--- config.mk ---
export PLATFORM = sky130hd
export DESIGN_NAME = sdo_expedited_client_flat
export DESIGN_NICKNAME = d
export VERILOG_FILES = /design/src/design/sdoc_pkg.sv /design/src/design/sdoc_chan_if.sv /design/src/design/sdoc_cfg_regs.sv /design/src/design/sdoc_core.sv /design/src/design/sdoc_out_reg.sv /design/src/design/sdo_expedited_client.sv /design/src/flat_wrapper.sv
export SDC_FILE = /design/constraint.sdc
export NUM_CORES = 1
export LEC_CHECK = 0
export ABC_AREA = 1
export BUFFER_PORTS_ARGS = -buffer_cell sky130_fd_sc_hd__buf_2
export CAP_MARGIN = 20
export CORE_MARGIN = 2
export CORE_UTILIZATION = 55
export CTS_CLUSTER_DIAMETER = 60
export CTS_CLUSTER_SIZE = 28
export DETAILED_ROUTE_END_ITERATION = 7
export GPL_TIMING_DRIVEN = 0
export HOLD_SLACK_MARGIN = 0.1
export PLACE_DENSITY = 0.91
export REMOVE_ABC_BUFFERS = 1
export SKIP_CTS_REPAIR_TIMING = 1
export SYNTH_ARGS = -nofsm -noshare
export SYNTH_HDL_FRONTEND = slang
export SYNTH_SLANG_ARGS = --single-unit
--- constraint.sdc ---
create_clock -name clk_i -period 5.65 [get_ports clk_i]
set_input_delay 1.4125 -clock clk_i [delete_from_list [all_inputs] [get_ports clk_i]]
set_output_delay 1.4125 -clock clk_i [all_outputs]
set_load 0.02 [all_outputs]
--- src/design/sdoc_pkg.sv ---
package sdoc_pkg;

  typedef enum logic [1:0] {
    OP_WRITE = 2'd0,
    OP_READ  = 2'd1,
    OP_FRAME = 2'd2,
    OP_TICK  = 2'd3
  } op_e;

  typedef enum logic [1:0] {
    FIN_OK      = 2'd0,
    FIN_ABORT   = 2'd1,
    FIN_TIMEOUT = 2'd2
  } finish_e;

  typedef enum logic [0:0] {
    KIND_FRAME  = 1'b0,
    KIND_FINISH = 1'b1
  } kind_e;

  localparam int unsigned CFG_IDX_W  = 4;
  localparam int unsigned CFG_DATA_W = 16;

  localparam logic [CFG_IDX_W-1:0] REG_RETRY_LIMIT = 4'd0;
  localparam logic [CFG_IDX_W-1:0] REG_TIMEOUT     = 4'd1;

  localparam logic [3:0]  RETRY_LIMIT_RESET = 4'd3;
  localparam logic [15:0] TIMEOUT_RESET     = 16'd100;

  localparam logic [10:0] TX_ID_BASE    = 11'h600;
  localparam logic [10:0] RX_ID_CLASS   = 11'h580;
  localparam logic [10:0] RX_ID_MASK    = 11'h780;
  localparam logic [7:0]  CMD_WRITE     = 8'h22;
  localparam logic [7:0]  CMD_READ      = 8'h40;
  localparam logic [7:0]  CCS_WRITE_ACK = 8'h60;
  localparam logic [7:0]  CCS_ABORT     = 8'hC0;
  localparam logic [7:0]  CCS_READ_1B   = 8'h4F;
  localparam logic [7:0]  CCS_READ_2B   = 8'h4B;
  localparam logic [7:0]  CCS_READ_4B   = 8'h43;
  localparam logic [3:0]  RX_MIN_LEN    = 4'd4;

  typedef struct packed {
    op_e                op;
    logic [6:0]         node_number;
    logic [15:0]        object_index;
    logic [7:0]         object_subindex;
    logic signed [31:0] write_value;
    logic [10:0]        rx_frame_id;
    logic [3:0]         rx_frame_len;
    logic [63:0]        rx_frame_data;
  } sdoc_in_t;

  typedef struct packed {
    kind_e              result_kind;
    logic [10:0]        tx_frame_id;
    logic [63:0]        tx_frame_data;
    finish_e            finish_status;
    logic signed [31:0] read_value;
  } sdoc_out_t;

  typedef struct packed {
    logic [CFG_IDX_W-1:0]  index;
    logic [CFG_DATA_W-1:0] data;
  } sdoc_cfg_wr_t;

  typedef struct packed {
    logic [3:0]  retry_limit;
    logic [15:0] attempt_timeout_ticks;
  } sdoc_cfg_t;

endpackage

--- src/design/sdoc_chan_if.sv ---
interface sdoc_chan_if #(parameter type T = logic);
  logic valid;
  logic ready;
  T     payload;

  modport source (output valid, output payload, input ready);
  modport sink   (input valid, input payload, output ready);
endinterface

--- src/design/sdoc_cfg_regs.sv ---
module sdoc_cfg_regs import sdoc_pkg::*; (
  input  logic         clk_i,
  input  logic         rst_ni,
  input  logic         we_i,
  input  sdoc_cfg_wr_t wr_i,
  output sdoc_cfg_t    cfg_o
);

  sdoc_cfg_t cfg_d, cfg_q;

  always_comb begin
    cfg_d = cfg_q;
    if (we_i) begin
      unique case (wr_i.index)
        REG_RETRY_LIMIT: cfg_d.retry_limit = wr_i.data[3:0];
        REG_TIMEOUT:     cfg_d.attempt_timeout_ticks = wr_i.data[15:0];
        default: ;
      endcase
    end
  end

  always_ff @(posedge clk_i or negedge rst_ni) begin
    if (!rst_ni) begin
      cfg_q.retry_limit           <= RETRY_LIMIT_RESET;
      cfg_q.attempt_timeout_ticks <= TIMEOUT_RESET;
    end else begin
      cfg_q <= cfg_d;
    end
  end

  assign cfg_o = cfg_q;

endmodule

--- src/design/sdoc_core.sv ---
module sdoc_core import sdoc_pkg::*; (
  input  logic      clk_i,
  input  logic      rst_ni,
  input  logic      step_i,
  input  sdoc_in_t  item_i,
  input  sdoc_cfg_t cfg_i,
  output logic      res_valid_o,
  output sdoc_out_t res_o
);

  logic        busy_d, busy_q;
  logic        is_read_d, is_read_q;
  logic [15:0] index_d, index_q;
  logic [7:0]  sub_d, sub_q;
  logic [10:0] tx_id_d, tx_id_q;
  logic [63:0] tx_data_d, tx_data_q;
  logic [3:0]  attempts_d, attempts_q;
  logic [15:0] ticks_d, ticks_q;

  logic [15:0] tick_inc;
  logic        expired;
  logic        frame_match;
  logic [7:0]  ccs;
  logic [31:0] payload;

  assign tick_inc = ticks_q + 16'd1;
  // A timeout setting of zero expires on the first tick, as does a wrapped count.
  assign expired  = !((tick_inc < cfg_i.attempt_timeout_ticks) && (tick_inc != 16'd0));
  assign ccs      = item_i.rx_frame_data[7:0];
  assign payload  = item_i.rx_frame_data[63:32];
  assign frame_match = ((item_i.rx_frame_id & RX_ID_MASK) == RX_ID_CLASS)
                    && (item_i.rx_frame_len > RX_MIN_LEN)
                    && (item_i.rx_frame_data[23:8] == index_q)
                    && (item_i.rx_frame_data[31:24] == sub_q);

  always_comb begin
    busy_d      = busy_q;
    is_read_d   = is_read_q;
    index_d     = index_q;
    sub_d       = sub_q;
    tx_id_d     = tx_id_q;
    tx_data_d   = tx_data_q;
    attempts_d  = attempts_q;
    ticks_d     = ticks_q;
    res_valid_o = 1'b0;
    res_o       = '0;
    case (item_i.op) inside
      OP_WRITE, OP_READ: begin
        if (!busy_q) begin
          is_read_d = (item_i.op == OP_READ);
          index_d   = item_i.object_index;
          sub_d     = item_i.object_subindex;
          tx_id_d   = TX_ID_BASE + {4'd0, item_i.node_number};
          tx_data_d = {item_i.write_value, item_i.object_subindex, item_i.object_index,
                       (item_i.op == OP_READ) ? CMD_READ : CMD_WRITE};
          ticks_d   = 16'd0;
          res_valid_o = 1'b1;
          if (cfg_i.retry_limit == 4'd0) begin
            attempts_d          = 4'd0;
            res_o.result_kind   = KIND_FINISH;
            res_o.finish_status = FIN_TIMEOUT;
          end else begin
            busy_d              = 1'b1;
            attempts_d          = 4'd1;
            res_o.result_kind   = KIND_FRAME;
            res_o.tx_frame_id   = tx_id_d;
            res_o.tx_frame_data = tx_data_d;
          end
        end
      end
      OP_FRAME: begin
        if (busy_q && frame_match) begin
          res_o.result_kind   = KIND_FINISH;
          res_o.finish_status = FIN_OK;
          if (ccs == CCS_ABORT) begin
            res_valid_o         = 1'b1;
            res_o.finish_status = FIN_ABORT;
          end else if (is_read_q) begin
            case (ccs)
              CCS_READ_1B: begin
                res_valid_o      = 1'b1;
                res_o.read_value = {{24{payload[7]}}, payload[7:0]};
              end
              CCS_READ_2B: begin
                res_valid_o      = 1'b1;
                res_o.read_value = {{16{payload[15]}}, payload[15:0]};
              end
              CCS_READ_4B: begin
                res_valid_o      = 1'b1;
                res_o.read_value = payload;
              end
              default: ;
            endcase
          end else if (ccs == CCS_WRITE_ACK) begin
            res_valid_o = 1'b1;
          end
          if (res_valid_o) begin
            busy_d = 1'b0;
          end else begin
            res_o = '0;
          end
        end
      end
      OP_TICK: begin
        if (busy_q) begin
          if (!expired) begin
            ticks_d = tick_inc;
          end else begin
            ticks_d     = 16'd0;
            res_valid_o = 1'b1;
            if (attempts_q >= cfg_i.retry_limit) begin
              busy_d              = 1'b0;
              res_o.result_kind   = KIND_FINISH;
              res_o.finish_status = FIN_TIMEOUT;
            end else begin
              attempts_d          = attempts_q + 4'd1;
              res_o.result_kind   = KIND_FRAME;
              res_o.tx_frame_id   = tx_id_q;
              res_o.tx_frame_data = tx_data_q;
            end
          end
        end
      end
      default: ;
    endcase
  end

  always_ff @(posedge clk_i or negedge rst_ni) begin
    if (!rst_ni) begin
      busy_q     <= 1'b0;
      attempts_q <= 4'd0;
      ticks_q    <= 16'd0;
    end else if (step_i) begin
      busy_q     <= busy_d;
      attempts_q <= attempts_d;
      ticks_q    <= ticks_d;
    end
  end

  always_ff @(posedge clk_i) begin
    if (step_i) begin
      is_read_q <= is_read_d;
      index_q   <= index_d;
      sub_q     <= sub_d;
      tx_id_q   <= tx_id_d;
      tx_data_q <= tx_data_d;
    end
  end

endmodule

--- src/design/sdoc_out_reg.sv ---
module sdoc_out_reg import sdoc_pkg::*; (
  input  logic      clk_i,
  input  logic      rst_ni,
  input  logic      load_i,
  input  sdoc_out_t data_i,
  input  logic      ready_i,
  output logic      valid_o,
  output sdoc_out_t data_o
);

  logic      valid_d, valid_q;
  sdoc_out_t data_q;

  always_comb begin
    valid_d = valid_q;
    if (valid_q && ready_i) begin
      valid_d = 1'b0;
    end
    if (load_i) begin
      valid_d = 1'b1;
    end
  end

  always_ff @(posedge clk_i or negedge rst_ni) begin
    if (!rst_ni) begin
      valid_q <= 1'b0;
    end else begin
      valid_q <= valid_d;
    end
  end

  always_ff @(posedge clk_i) begin
    if (load_i) begin
      data_q <= data_i;
    end
  end

  assign valid_o = valid_q;
  assign data_o  = data_q;

endmodule

--- src/design/sdo_expedited_client.sv ---
// Channel   Direction  Payload        Purpose
// req_i     in         sdoc_in_t      requests, received frames and millisecond ticks
// res_o     out        sdoc_out_t     frames to transmit and transfer completions
// cfg_i     in         sdoc_cfg_wr_t  register writes (retry limit, attempt timeout)
//
// One input transaction is taken per clock while results are taken. Its result, if
// any, is registered in the input register and then in the result register; the core
// updates the transfer state between the two registers and stalls while a result waits.
// rst_ni clears the transfer state and loads the register defaults; no clearing pass.
// A waiting result holds in the result register while the input register still takes
// one more transaction; further ones stall until the result is taken.
module sdo_expedited_client import sdoc_pkg::*; (
  input logic        clk_i,
  input logic        rst_ni,
  sdoc_chan_if.sink   req_i,
  sdoc_chan_if.source res_o,
  sdoc_chan_if.sink   cfg_i
);

  // Input register: holds one accepted transaction until the core processes it.
  logic     in_valid_d, in_valid_q;
  sdoc_in_t in_item_q;
  logic     req_accept;
  logic     step;

  logic      core_res_valid;
  sdoc_out_t core_res;
  sdoc_cfg_t cfg;

  // The core advances on a held transaction whenever the result register is free or is being emptied.
  assign step        = in_valid_q && (!res_o.valid || res_o.ready);
  assign req_i.ready = !in_valid_q || step;
  assign req_accept  = req_i.valid && req_i.ready;

  always_comb begin
    in_valid_d = in_valid_q;
    if (step) begin
      in_valid_d = 1'b0;
    end
    if (req_accept) begin
      in_valid_d = 1'b1;
    end
  end

  always_ff @(posedge clk_i or negedge rst_ni) begin
    if (!rst_ni) begin
      in_valid_q <= 1'b0;
    end else begin
      in_valid_q <= in_valid_d;
    end
  end

  always_ff @(posedge clk_i) begin
    if (req_accept) begin
      in_item_q <= req_i.payload;
    end
  end

  // Register writes are always taken; software must write them only while the block is idle, unchecked.
  assign cfg_i.ready = 1'b1;

  sdoc_cfg_regs u_cfg_regs (
    .clk_i  (clk_i),
    .rst_ni (rst_ni),
    .we_i   (cfg_i.valid),
    .wr_i   (cfg_i.payload),
    .cfg_o  (cfg)
  );

  sdoc_core u_core (
    .clk_i       (clk_i),
    .rst_ni      (rst_ni),
    .step_i      (step),
    .item_i      (in_item_q),
    .cfg_i       (cfg),
    .res_valid_o (core_res_valid),
    .res_o       (core_res)
  );

  sdoc_out_reg u_out_reg (
    .clk_i   (clk_i),
    .rst_ni  (rst_ni),
    .load_i  (step && core_res_valid),
    .data_i  (core_res),
    .ready_i (res_o.ready),
    .valid_o (res_o.valid),
    .data_o  (res_o.payload)
  );

endmodule

--- src/flat_wrapper.sv ---
// flat-port wrapper written by rule: the top's interface ports become plain ports
module sdo_expedited_client_flat import sdoc_pkg::*;
  (clk_i, rst_ni, req_i_valid, req_i_payload, req_i_ready, res_o_valid, res_o_payload, res_o_ready, cfg_i_valid, cfg_i_payload, cfg_i_ready);
  sdoc_chan_if #(.T(sdoc_in_t)) req_i_i ();
  sdoc_chan_if #(.T(sdoc_out_t)) res_o_i ();
  sdoc_chan_if #(.T(sdoc_cfg_wr_t)) cfg_i_i ();
  input logic clk_i;
  input logic rst_ni;
  input wire logic [$bits(req_i_i.valid)-1:0] req_i_valid;
  input wire logic [$bits(req_i_i.payload)-1:0] req_i_payload;
  output wire logic [$bits(req_i_i.ready)-1:0] req_i_ready;
  output wire logic [$bits(res_o_i.valid)-1:0] res_o_valid;
  output wire logic [$bits(res_o_i.payload)-1:0] res_o_payload;
  input wire logic [$bits(res_o_i.ready)-1:0] res_o_ready;
  input wire logic [$bits(cfg_i_i.valid)-1:0] cfg_i_valid;
  input wire logic [$bits(cfg_i_i.payload)-1:0] cfg_i_payload;
  output wire logic [$bits(cfg_i_i.ready)-1:0] cfg_i_ready;
  assign req_i_i.valid = req_i_valid;
  assign req_i_i.payload = req_i_payload;
  assign req_i_ready = req_i_i.ready;
  assign res_o_valid = res_o_i.valid;
  assign res_o_payload = res_o_i.payload;
  assign res_o_i.ready = res_o_ready;
  assign cfg_i_i.valid = cfg_i_valid;
  assign cfg_i_i.payload = cfg_i_payload;
  assign cfg_i_ready = cfg_i_i.ready;
  sdo_expedited_client u_core (.clk_i(clk_i), .rst_ni(rst_ni), .req_i(req_i_i), .res_o(res_o_i), .cfg_i(cfg_i_i));
endmodule
==> results of run 1 <==
[synth_stat cells, types with 3 or more instances]
master	n
edfxtp_1	303
nand2_1	270
inv_1	107
nor2_1	82
o21ai_2	50
a21oi_1	49
o21ai_0	47
dfrtp_1	38
nand3_1	30
ha_1	23
clkbuf_1	20
o22ai_1	14
nand4_1	13
buf_4	10
nor3_1	8
or2_2	7
dfstp_2	5
buf_2	4
buf_8	4
inv_2	3
nand2_2	3
nor2_2	3
[layout make-up]
| cell class | count | area (um^2) |
|---|---|---|
| fill | 1780 | 8390 |
| sequential | 346 | 10200 |
| timing repair buffer | 274 | 1510 |
| inverter | 111 | 424 |
| clock buffer | 27 | 676 |
| tap | 330 | 413 |
| clock inverter | 21 | 304 |
| antenna | 3 | 7.51 |
| multi-input combinational | 629 | 3210 |
[routing by layer]
metal  vias to the layer above  part of all wire, %
met5                         -                0.076
met4                         4                  2.5
met3                        62                  9.0
met2                       467                   50
met1                      4454                   38
li1                       4376                    -
[flip-flops by register name (all words and copies together) (netlist names)]
name and flops:
u_core.in_item_q 137, u_core.u_out_reg.data_o 101, u_core.u_core.tx_data_q 36, u_core.u_cfg_regs.cfg_o 20
u_core.u_core.ticks_q 16, u_core.u_core.index_q 15, u_core.u_core.sub_q 7, u_core.u_core.tx_id_q 7
u_core.u_core.attempts_q 4, u_core.in_valid_q 1, u_core.u_core.busy_q 1, u_core.u_out_reg.valid_o 1
[stage by stage]
stage,setup WS [ps],hold slack (ps)
6_report,1610,447
3_5_place_dp,1660,433
4_1_cts,1640,452
3_3_place_gp,-1250,430
2_1_floorplan,737,427
5_1_grt,1270,463
[logic make-up after synthesis]
family | count (synthesis) | share of synthesized area [%]
other | 2 | 0.0536
AND/OR/NAND/NOR | 424 | 12.5
buffers and inverters | 151 | 4.78
flip-flops | 346 | 72.7
adder cells (fa/ha/maj) | 23 | 2.05
XOR/XNOR | 4 | 0.250
AO/OA/AOI/OAI | 170 | 7.71
[final timing paths]
path | endpoint | slack [ps] | from | depth (start not counted)
max in group asynchronous | u_core.u_cfg_regs.cfg_o[9]$_DFFE_PN0P_ | 4020 | rst_ni | 1
worst min register to register | u_core.u_core.index_q[3]$_DFFE_PP_ | 450 | u_core.in_item_q[122]$_DFFE_PP_ | 0
min in group asynchronous | u_core.u_cfg_regs.cfg_o[8]$_DFFE_PN0P_ | 1020 | rst_ni | 1
worst max-delay path | u_core.u_out_reg.data_o[89]$_DFFE_PP_ | 1610 | u_core.u_core.ticks_q[0]$_DFFE_PN0P_ | 17
worst min-delay path | u_core.u_core.index_q[3]$_DFFE_PP_ | 450 | u_core.in_item_q[122]$_DFFE_PP_ | 0
worst max register to register | u_core.u_out_reg.data_o[89]$_DFFE_PP_ | 1610 | u_core.u_core.ticks_q[0]$_DFFE_PN0P_ | 17
[power by group]
| group | total [W] | internal, W | leakage, nW | switching [W] |
|---|---|---|---|---|
| logic | 0.000733 | 0.000231 | 2.97 | 0.000502 |
| clock network | 0.00202 | 0.000975 | 0.469 | 0.00105 |
| registers | 0.00317 | 0.00306 | 3.43 | 0.000110 |
==> flow_metrics.env, run 1 <==
export IMPL_outcome="finished, final reports clean"
export IMPL_max_vdd_ir_drop_v=0.000351
export IMPL_worstPathMaxFanout=55
export IMPL_p_leak_nw=6.87
export IMPL_drtPass1Iterations=5
export IMPL_post_drt_wl_per_cell_um=18.1
export IMPL_p_per_area_nw_per_um2=354
export IMPL_path_cells="ha_1 -> nand3_1 -> nor2_2 -> nand4_1 -> nand2_1 -> inv_1 -> ha_1 -> nand4_1 -> o21bai_1 -> o211ai_1 -> a21oi_1 -> nand2_2 -> nand2_1 -> nand2_1 -> nand2_1 -> inv_4 -> buf_16"
export IMPL_start_kind="flop"
export IMPL_start_util_pct=55.8
export IMPL_synth_edf_count=303
export IMPL_drv_cap=0
export IMPL_maxSlewViolCount=0
export IMPL_antenna_found_initial=4
export IMPL_cpMostUsedCell="nand2_1"
export IMPL_fmax_mhz=247
export IMPL_final_common_cell="edfxtp_1"
export IMPL_required_ps=5870
export IMPL_drtIter0Drc=1120
export IMPL_die_w_um=164
export IMPL_tightestPinTransition_ps=1140
export IMPL_crit_arrival_ps=4260
export IMPL_final_layout_size_suffix_gt1_share_pct=28.7
export IMPL_fin_crit_sh_pct=71.5
export IMPL_use_met2_pct=40.7
export IMPL_dpl_hpwl_um=21600
export IMPL_ys_seq_area_share_pct=72.7
export IMPL_io_pins=282
export IMPL_overflow=0
export IMPL_place_area_um2=15700
export IMPL_synth_cells=1120
export IMPL_dp_cells=1690
export IMPL_synth_avg_cell_area_um2=12.5
export IMPL_vias=9363
export IMPL_numCtsBuffers=26
export IMPL_final_area_um2=16700
export IMPL_grt_pass1_vias=9174
export IMPL_fin_cells=1741
export IMPL_cp_buffers_inverters=3
export IMPL_htree_levels=1
export IMPL_total_power_w=0.00592
export IMPL_synth_top_area_share_pct=64.9
export IMPL_grt_max_degree=94
export IMPL_synth_seq_cells=346
export IMPL_cts_clk_slew_worst_paths_ps=100
export IMPL_port_buffers=266
export IMPL_insertion_delay_ps=550
export IMPL_grt_pass1_wl_um=47700
export IMPL_period_needed_ps=4040
export IMPL_slowest_stage="inv_4"
export IMPL_tns_ps=0
export IMPL_synth_top_area_cell="edfxtp_1"
export IMPL_syn_cell_area_um2=14000
export IMPL_cpLargestDelayFamily="simple AND/OR/NAND/NOR gates"
export IMPL_placementRows=58
export IMPL_end_kind="flop"
export IMPL_gr_usage_all_layers_pct=23.0
export IMPL_ant_nets=0
export IMPL_async_flop_share_pct=12.4
export IMPL_synth_flop_cell="edfxtp_1"
export IMPL_setup_viol=0
export IMPL_drc_errors=0
export IMPL_yosys_top_cells_area="edfxtp_1 65%, nand2_1 7.2%, dfrtp_1 6.8%"
export IMPL_wl_um=31500
export IMPL_path_class="flop to flop"
export IMPL_worstHoldPathType="flop to flop"
export IMPL_hold_viol_final=0
export IMPL_use_met1_pct=28.6
export IMPL_clock_skew_ps=28.8
export IMPL_fp_dieArea_um2=26800
export IMPL_routed_via_density=5.38
export IMPL_cts_buffer_depth=3
export IMPL_ys_types=42
export IMPL_rsz0062_at_grt="no"
export IMPL_slew_headroom_pct=23.9
export IMPL_slowest_delay_ps=530
export IMPL_coreArea_um2=25100
export IMPL_syn2layout_area_growth_pct=19.3
export IMPL_busiest_layer="met2"
export IMPL_nets=1580
export IMPL_cts_sinks=346
export IMPL_grtUsageMet3_pct=4.93
export IMPL_cts_root_buf="clkbuf_16"
export IMPL_fin_util_pct=66.6
export IMPL_gp_congestion=0.844
export IMPL_ys_warn_count=0
export IMPL_cts_tree="built"
export IMPL_mostFrequentLayoutCells="303 x edfxtp_1, 270 x nand2_1, 266 x buf_2"
export IMPL_die_y_um=164
Power figures use the tool's default switching activity.
==> run 2, diff against run 1 <==
clock period = 4.1 ns   (was 5.65 ns; I/O delays follow)
==> run 2 against run 1 <==
  * Count of clock-buffer cells in the layout is the same
  * Critical path type unchanged
  * Power grew 38%
  * Sequential share of layout area shrank 0.10 points
  * Maximum frequency grew 7.0%
  * Register-to-register slack lost 1300 ps
  * Design area grew 0.17%
  * Clock power grew 38%
  * Combinational power grew 39%
  * Worst setup slack lost 1300 ps
  * Worst hold slack gained 3.0 ps
  * Via count is essentially flat
==> flow_metrics.env, run 2 (synthesis results as in run 1) <==
export IMPL_numCtsBuffers=26
export IMPL_gp_congestion=0.844
export IMPL_final_layout_size_suffix_gt1_share_pct=28.8
export IMPL_num_fill_cells=1776
export IMPL_drv_cap=0
export IMPL_cts_tree="built"
export IMPL_die_y_um=164
export IMPL_multi_input_area_um2=3210
export IMPL_slew_headroom_pct=27.3
export IMPL_ant_nets=0
export IMPL_top_register="u_core.in_item_q"
export IMPL_fin_cells=1742
export IMPL_port_buffers=266
export IMPL_hold_viol_final=0
export IMPL_largest_reg_flops=137
export IMPL_vias=9371
export IMPL_place_area_um2=15700
export IMPL_mostFrequentLayoutCells="303 x edfxtp_1, 270 x nand2_1, 266 x buf_2"
export IMPL_wl_met3_um=2880
export IMPL_fmax_mhz=265
export IMPL_grt_pass1_vias=9174
export IMPL_io_pins=282
export IMPL_max_vdd_ir_drop_v=0.000483
export IMPL_worstHoldPathType="flop to flop"
export IMPL_start_util_pct=55.8
export IMPL_htree_levels=1
export IMPL_p_leak_nw=6.87
export IMPL_post_drt_wl_per_cell_um=18.1
export IMPL_cpMostUsedCell="nand2_1"
export IMPL_nets=1580
export IMPL_gr_usage_all_layers_pct=23.0
export IMPL_cts_buffer_depth=3
export IMPL_syn2layout_area_growth_pct=19.5
export IMPL_cts_sinks=346
export IMPL_final_area_um2=16800
export IMPL_regArea_um2=10200
export IMPL_rsz0062_at_grt="no"
export IMPL_cp_buffers_inverters=3
export IMPL_grt_max_degree=94
export IMPL_end_kind="flop"
export IMPL_antenna_found_initial=4
export IMPL_outcome="finished, final reports clean"
export IMPL_drtIter0Drc=1124
export IMPL_p_per_area_nw_per_um2=488
export IMPL_path_cells="ha_2 -> nand3_1 -> nor2_2 -> nand4_1 -> nand2_1 -> inv_1 -> ha_1 -> nand4_1 -> o21bai_1 -> o211ai_1 -> a21oi_1 -> nand2_2 -> nand2_1 -> nand2_1 -> nand2_1 -> bufinv_16 -> buf_16"
export IMPL_fin_crit_sh_pct=92.1
export IMPL_total_power_w=0.00817
export IMPL_min_delay_start="u_core.in_item_q[122]$_DFFE_PP_"
export IMPL_dp_cells=1690
export IMPL_drc_errors=0
export IMPL_r2r_start="u_core.u_core.ticks_q[0]$_DFFE_PN0P_"
export IMPL_insertion_delay_ps=550
export IMPL_grt_pass1_wl_um=47700
export IMPL_placementRows=58
export IMPL_fp_dieArea_um2=26800
export IMPL_routed_via_density=5.38
export IMPL_cpLargestDelayFamily="simple AND/OR/NAND/NOR gates"
export IMPL_cts_root_buf="clkbuf_16"
export IMPL_wl_met1_um=12000
export IMPL_coreArea_um2=25100
export IMPL_dr_max_layer_used="met5"
export IMPL_period_needed_ps=3780
export IMPL_tightestPinTransition_ps=1090
export IMPL_wl_um=31600
export IMPL_worstPathMaxFanout=55
export IMPL_cts_clk_slew_worst_paths_ps=100
export IMPL_crit_arrival_ps=4000
export IMPL_path_class="flop to flop"
export IMPL_final_common_cell="edfxtp_1"
export IMPL_slowest_stage="dfrtp_1"
export IMPL_clock_skew_ps=27.3
export IMPL_die_w_um=164
export IMPL_crit_start="u_core.u_core.ticks_q[0]$_DFFE_PN0P_"
export IMPL_overflow=0
export IMPL_drtPass1Iterations=6
export IMPL_rrSetupSlack_ps=320
export IMPL_wl_met2_um=15900
export IMPL_slowest_delay_ps=480
export IMPL_setup_viol=0
export IMPL_maxSlewViolCount=0
export IMPL_start_kind="flop"
export IMPL_required_ps=4320
export IMPL_dpl_hpwl_um=21600
## run 2: cell count changes in the layout (fill, tap and decap cells not counted), sizes merged
cell,before,now
bufinv,0,1
diode,3,4
inv,122,121
## run 2: final timing paths
kind	to	depth (start not counted)
min in group asynchronous	u_core.u_cfg_regs.cfg_o[8]$_DFFE_PN0P_	1
max in group asynchronous	u_core.u_cfg_regs.cfg_o[9]$_DFFE_PN0P_	1
setup reg to reg	u_core.u_out_reg.data_o[89]$_DFFE_PP_	17
hold reg to reg	u_core.u_core.index_q[3]$_DFFE_PP_	0
hold / removal	u_core.u_core.index_q[3]$_DFFE_PP_	0
setup / recovery	u_core.u_out_reg.data_o[89]$_DFFE_PP_	17
## run 2: worst reg2reg max path, cell delays in order (launching register included)
cell and delay, ps:
dfrtp_1 480, ha_2 300, nand3_1 160, nor2_2 170, nand4_1 100, nand2_1 140, inv_1 60, ha_1 290
nand4_1 130, o21bai_1 180, o211ai_1 110, a21oi_1 130, nand2_2 160, nand2_1 90, nand2_1 90, nand2_1 130
bufinv_16 370, buf_16 300
## run 2: per-layer routing
layer | up-vias | track usage [%]
met5 | - | 0
met4 | 4 | 6.46
met3 | 63 | 4.93
met2 | 458 | 40.7
met1 | 4472 | 28.6
li1 | 4374 | -
## run 2: layout make-up
type	instances	share of cell area, %
Sequential cell	346	60.8
Multi-Input combinational cell	629	19.2
Timing Repair Buffer	274	9.01
Clock buffer	27	4.03
Inverter	111	2.67
Tap cell	330	2.46
Clock inverter	21	1.82
Antenna cell	4	0.0598
## run 2: report_power, final
| group | internal [W] | switching [W] |
|---|---|---|
| sequential | 0.00422 | 0.000152 |
| clock | 0.00134 | 0.00144 |
| combinational | 0.000328 | 0.000692 |
## run 2: stage by stage
step | setup slack, ps | TNS (ps) | hold WS (ps) | utilization [%]
after CTS | 87.4 | 0 | 452 | 66.6
after floorplan | -468 | -126830 | 427 | -
final | 325 | 0 | 450 | 66.7
after detailed placement | 114 | 0 | 433 | 62.7
after global routing | 27.6 | 0 | 463 | 66.7
after global placement | -2410 | -650080 | 430 | 61.8
==> run 3, diff against run 2 <==
PLACE_DENSITY = 0.9   (was 0.91)
SYNTH_HIERARCHICAL = 1   (was default)
==> run 3 against run 2 <==
  * First-iteration DRC count is 27% lower
  * Via count is 4.3% higher
  * Cell count is 4.6% higher
  * Register-to-register slack worse by 20 ps
  * Critical path type unchanged
==> flow_metrics.env, run 3 <==
export IMPL_outcome="finished, final reports clean"
export IMPL_p_per_area_nw_per_um2=552
export IMPL_cts_clk_slew_worst_paths_ps=70
export IMPL_grt_pass1_wl_um=50300
export IMPL_routed_via_density=5.36
export IMPL_cts_buffer_depth=3
export IMPL_mostFrequentLayoutCells="312 x edfxtp_1, 273 x buf_2, 255 x nand2_1"
export IMPL_switching_share_pct=31.1
export IMPL_crit_arrival_ps=4020
export IMPL_start_kind="flop"
export IMPL_ant_nets=0
export IMPL_overflow=0
export IMPL_end_kind="flop"
export IMPL_placementRows=59
export IMPL_drv_cap=0
export IMPL_hold_viol_final=0
export IMPL_grt_max_degree=74
export IMPL_gr_usage_all_layers_pct=22.9
export IMPL_top_register="u_core/in_item_q"
export IMPL_p_switching_w=0.00300
export IMPL_final_common_cell="edfxtp_1"
export IMPL_path_class="flop to flop"
export IMPL_cpLargestDelayFamily="simple AND/OR/NAND/NOR gates"
export IMPL_fp_dieArea_um2=27800
export IMPL_syn2layout_area_growth_pct=20.1
export IMPL_worstPathMaxFanout=41
export IMPL_slew_headroom_pct=44.5
export IMPL_die_y_um=167
export IMPL_maxSlewViolCount=0
export IMPL_synth_avg_cell_area_um2=12.4
export IMPL_tns_ps=0
export IMPL_clock_skew_ps=25.7
export IMPL_gp_congestion=0.831
export IMPL_drc_errors=0
export IMPL_insertion_delay_ps=560
export IMPL_p_seq_share_pct=49.6
export IMPL_cts_root_buf="clkbuf_16"
export IMPL_clkPwrFrac_pct=30.0
export IMPL_setup_viol=0
export IMPL_drtPass1Iterations=5
export IMPL_period_needed_ps=3800
export IMPL_start_util_pct=56.0
export IMPL_syn_cell_area_um2=14500
export IMPL_worstHoldPathType="primary input to asynchronous set/reset pin"
export IMPL_max_vdd_ir_drop_v=0.000649
export IMPL_slowest_stage="dfrtp_1"
export IMPL_slowest_delay_ps=440
export IMPL_ys_warn_count=6
export IMPL_antenna_found_initial=14
export IMPL_post_drt_wl_per_cell_um=17.9
export IMPL_synth_cells=1177
export IMPL_coreArea_um2=26000
export IMPL_htree_levels=1
export IMPL_worst_slack_ps=300
export IMPL_dpl_hpwl_um=22900
export IMPL_largest_reg_flops=137
export IMPL_p_leak_nw=7.31
export IMPL_fin_util_pct=67.2
export IMPL_port_buffers=273
export IMPL_required_ps=4320
export IMPL_grt_pass1_vias=9743
export IMPL_cts_tree="built"
export IMPL_numCtsBuffers=26
export IMPL_pwr_share_comb_pct=20.5
export IMPL_path_cells="ha_1 -> nand3_1 -> nor2_1 -> nand3_1 -> nand2_1 -> nand2_1 -> ha_1 -> nand2_1 -> nor2_1 -> nand2_1 -> o211ai_1 -> a21oi_1 -> nand2_2 -> nand3b_4 -> buf_16 -> o21ai_0"
export IMPL_p_int_w=0.00664
export IMPL_die_w_um=167
export IMPL_nets=1650
export IMPL_place_ws_ps=33.0
export IMPL_vias=9770
export IMPL_rsz0062_at_grt="no"
export IMPL_final_layout_size_suffix_gt1_share_pct=27.9
export IMPL_cp_buffers_inverters=1
export IMPL_total_power_w=0.00965
export IMPL_fin_crit_sh_pct=92.7
export IMPL_tightestPinTransition_ps=825
export IMPL_io_pins=282
export IMPL_cts_sinks=355
export IMPL_wl_um=32700
export IMPL_cpMostUsedCell="nand2_1"
export IMPL_fmax_mhz=263
export IMPL_drtIter0Drc=824
==> run 3: final cells by class <==
cell class                 instances  area, um^2
inverter                         160         606
clock buffer                      27         676
sequential                       355       10500
timing repair buffer             287        1690
tap                              335         419
antenna                            9        22.5
fill                            1771        8520
clock inverter                    21         332
multi-input combinational        628        3270
==> run 3: final timing paths <==
| kind | start | endpoint | slack [ps] | cells past startpoint |
|---|---|---|---|---|
| max | u_core/u_core/ticks_q[0]$_DFFE_PN0P_ | u_core/u_out_reg/data_o[108]$_DFFE_PP_ | 300 | 16 |
| min | rst_ni | u_core/u_core/ticks_q[13]$_DFFE_PN0P_ | 290 | 1 |
| max reg2reg | u_core/u_core/ticks_q[0]$_DFFE_PN0P_ | u_core/u_out_reg/data_o[108]$_DFFE_PP_ | 300 | 16 |
| min reg2reg | u_core/in_item_q[80]$_DFFE_PP_ | u_core/u_core/tx_data_q[33]$_DFFE_PP_ | 440 | 0 |
| max in group asynchronous | rst_ni | u_core/u_cfg_regs/cfg_o[2]$_DFFE_PN1P_ | 3320 | 2 |
| min in group clk_i | u_core/in_item_q[80]$_DFFE_PP_ | u_core/u_core/tx_data_q[33]$_DFFE_PP_ | 440 | 0 |
==> run 3: metrics by stage <==
stage               cell area [um^2]  hold slack (ps)  cells
floorplan                      14300              427   1143
finish                         17500              291   1822
global route                   17500              279   1820
global placement               16100              431   1751
CTS                            17400              448   1810
detailed placement             16400              434   1762
==> run 3: routing by layer <==
metal | vias to the layer above | global-route usage [%] | share of wire [%]
li1 | 4557 | - | -
met1 | 4697 | 27.9 | 38
met2 | 411 | 39.7 | 51
met3 | 97 | 4.87 | 6.8
met4 | 8 | 10.3 | 3.8
met5 | - | 0 | 0.17
==> run 3: power by group through the flow <==
stage,registers [W],logic (W),clock network (W)
global placement,0.00490,0.00173,0
global route,0.00484,0.00216,0.00306
CTS,0.00478,0.00195,0.00295
floorplan,0.00506,0.000971,0
finish,0.00478,0.00197,0.00289
detailed placement,0.00486,0.00194,0
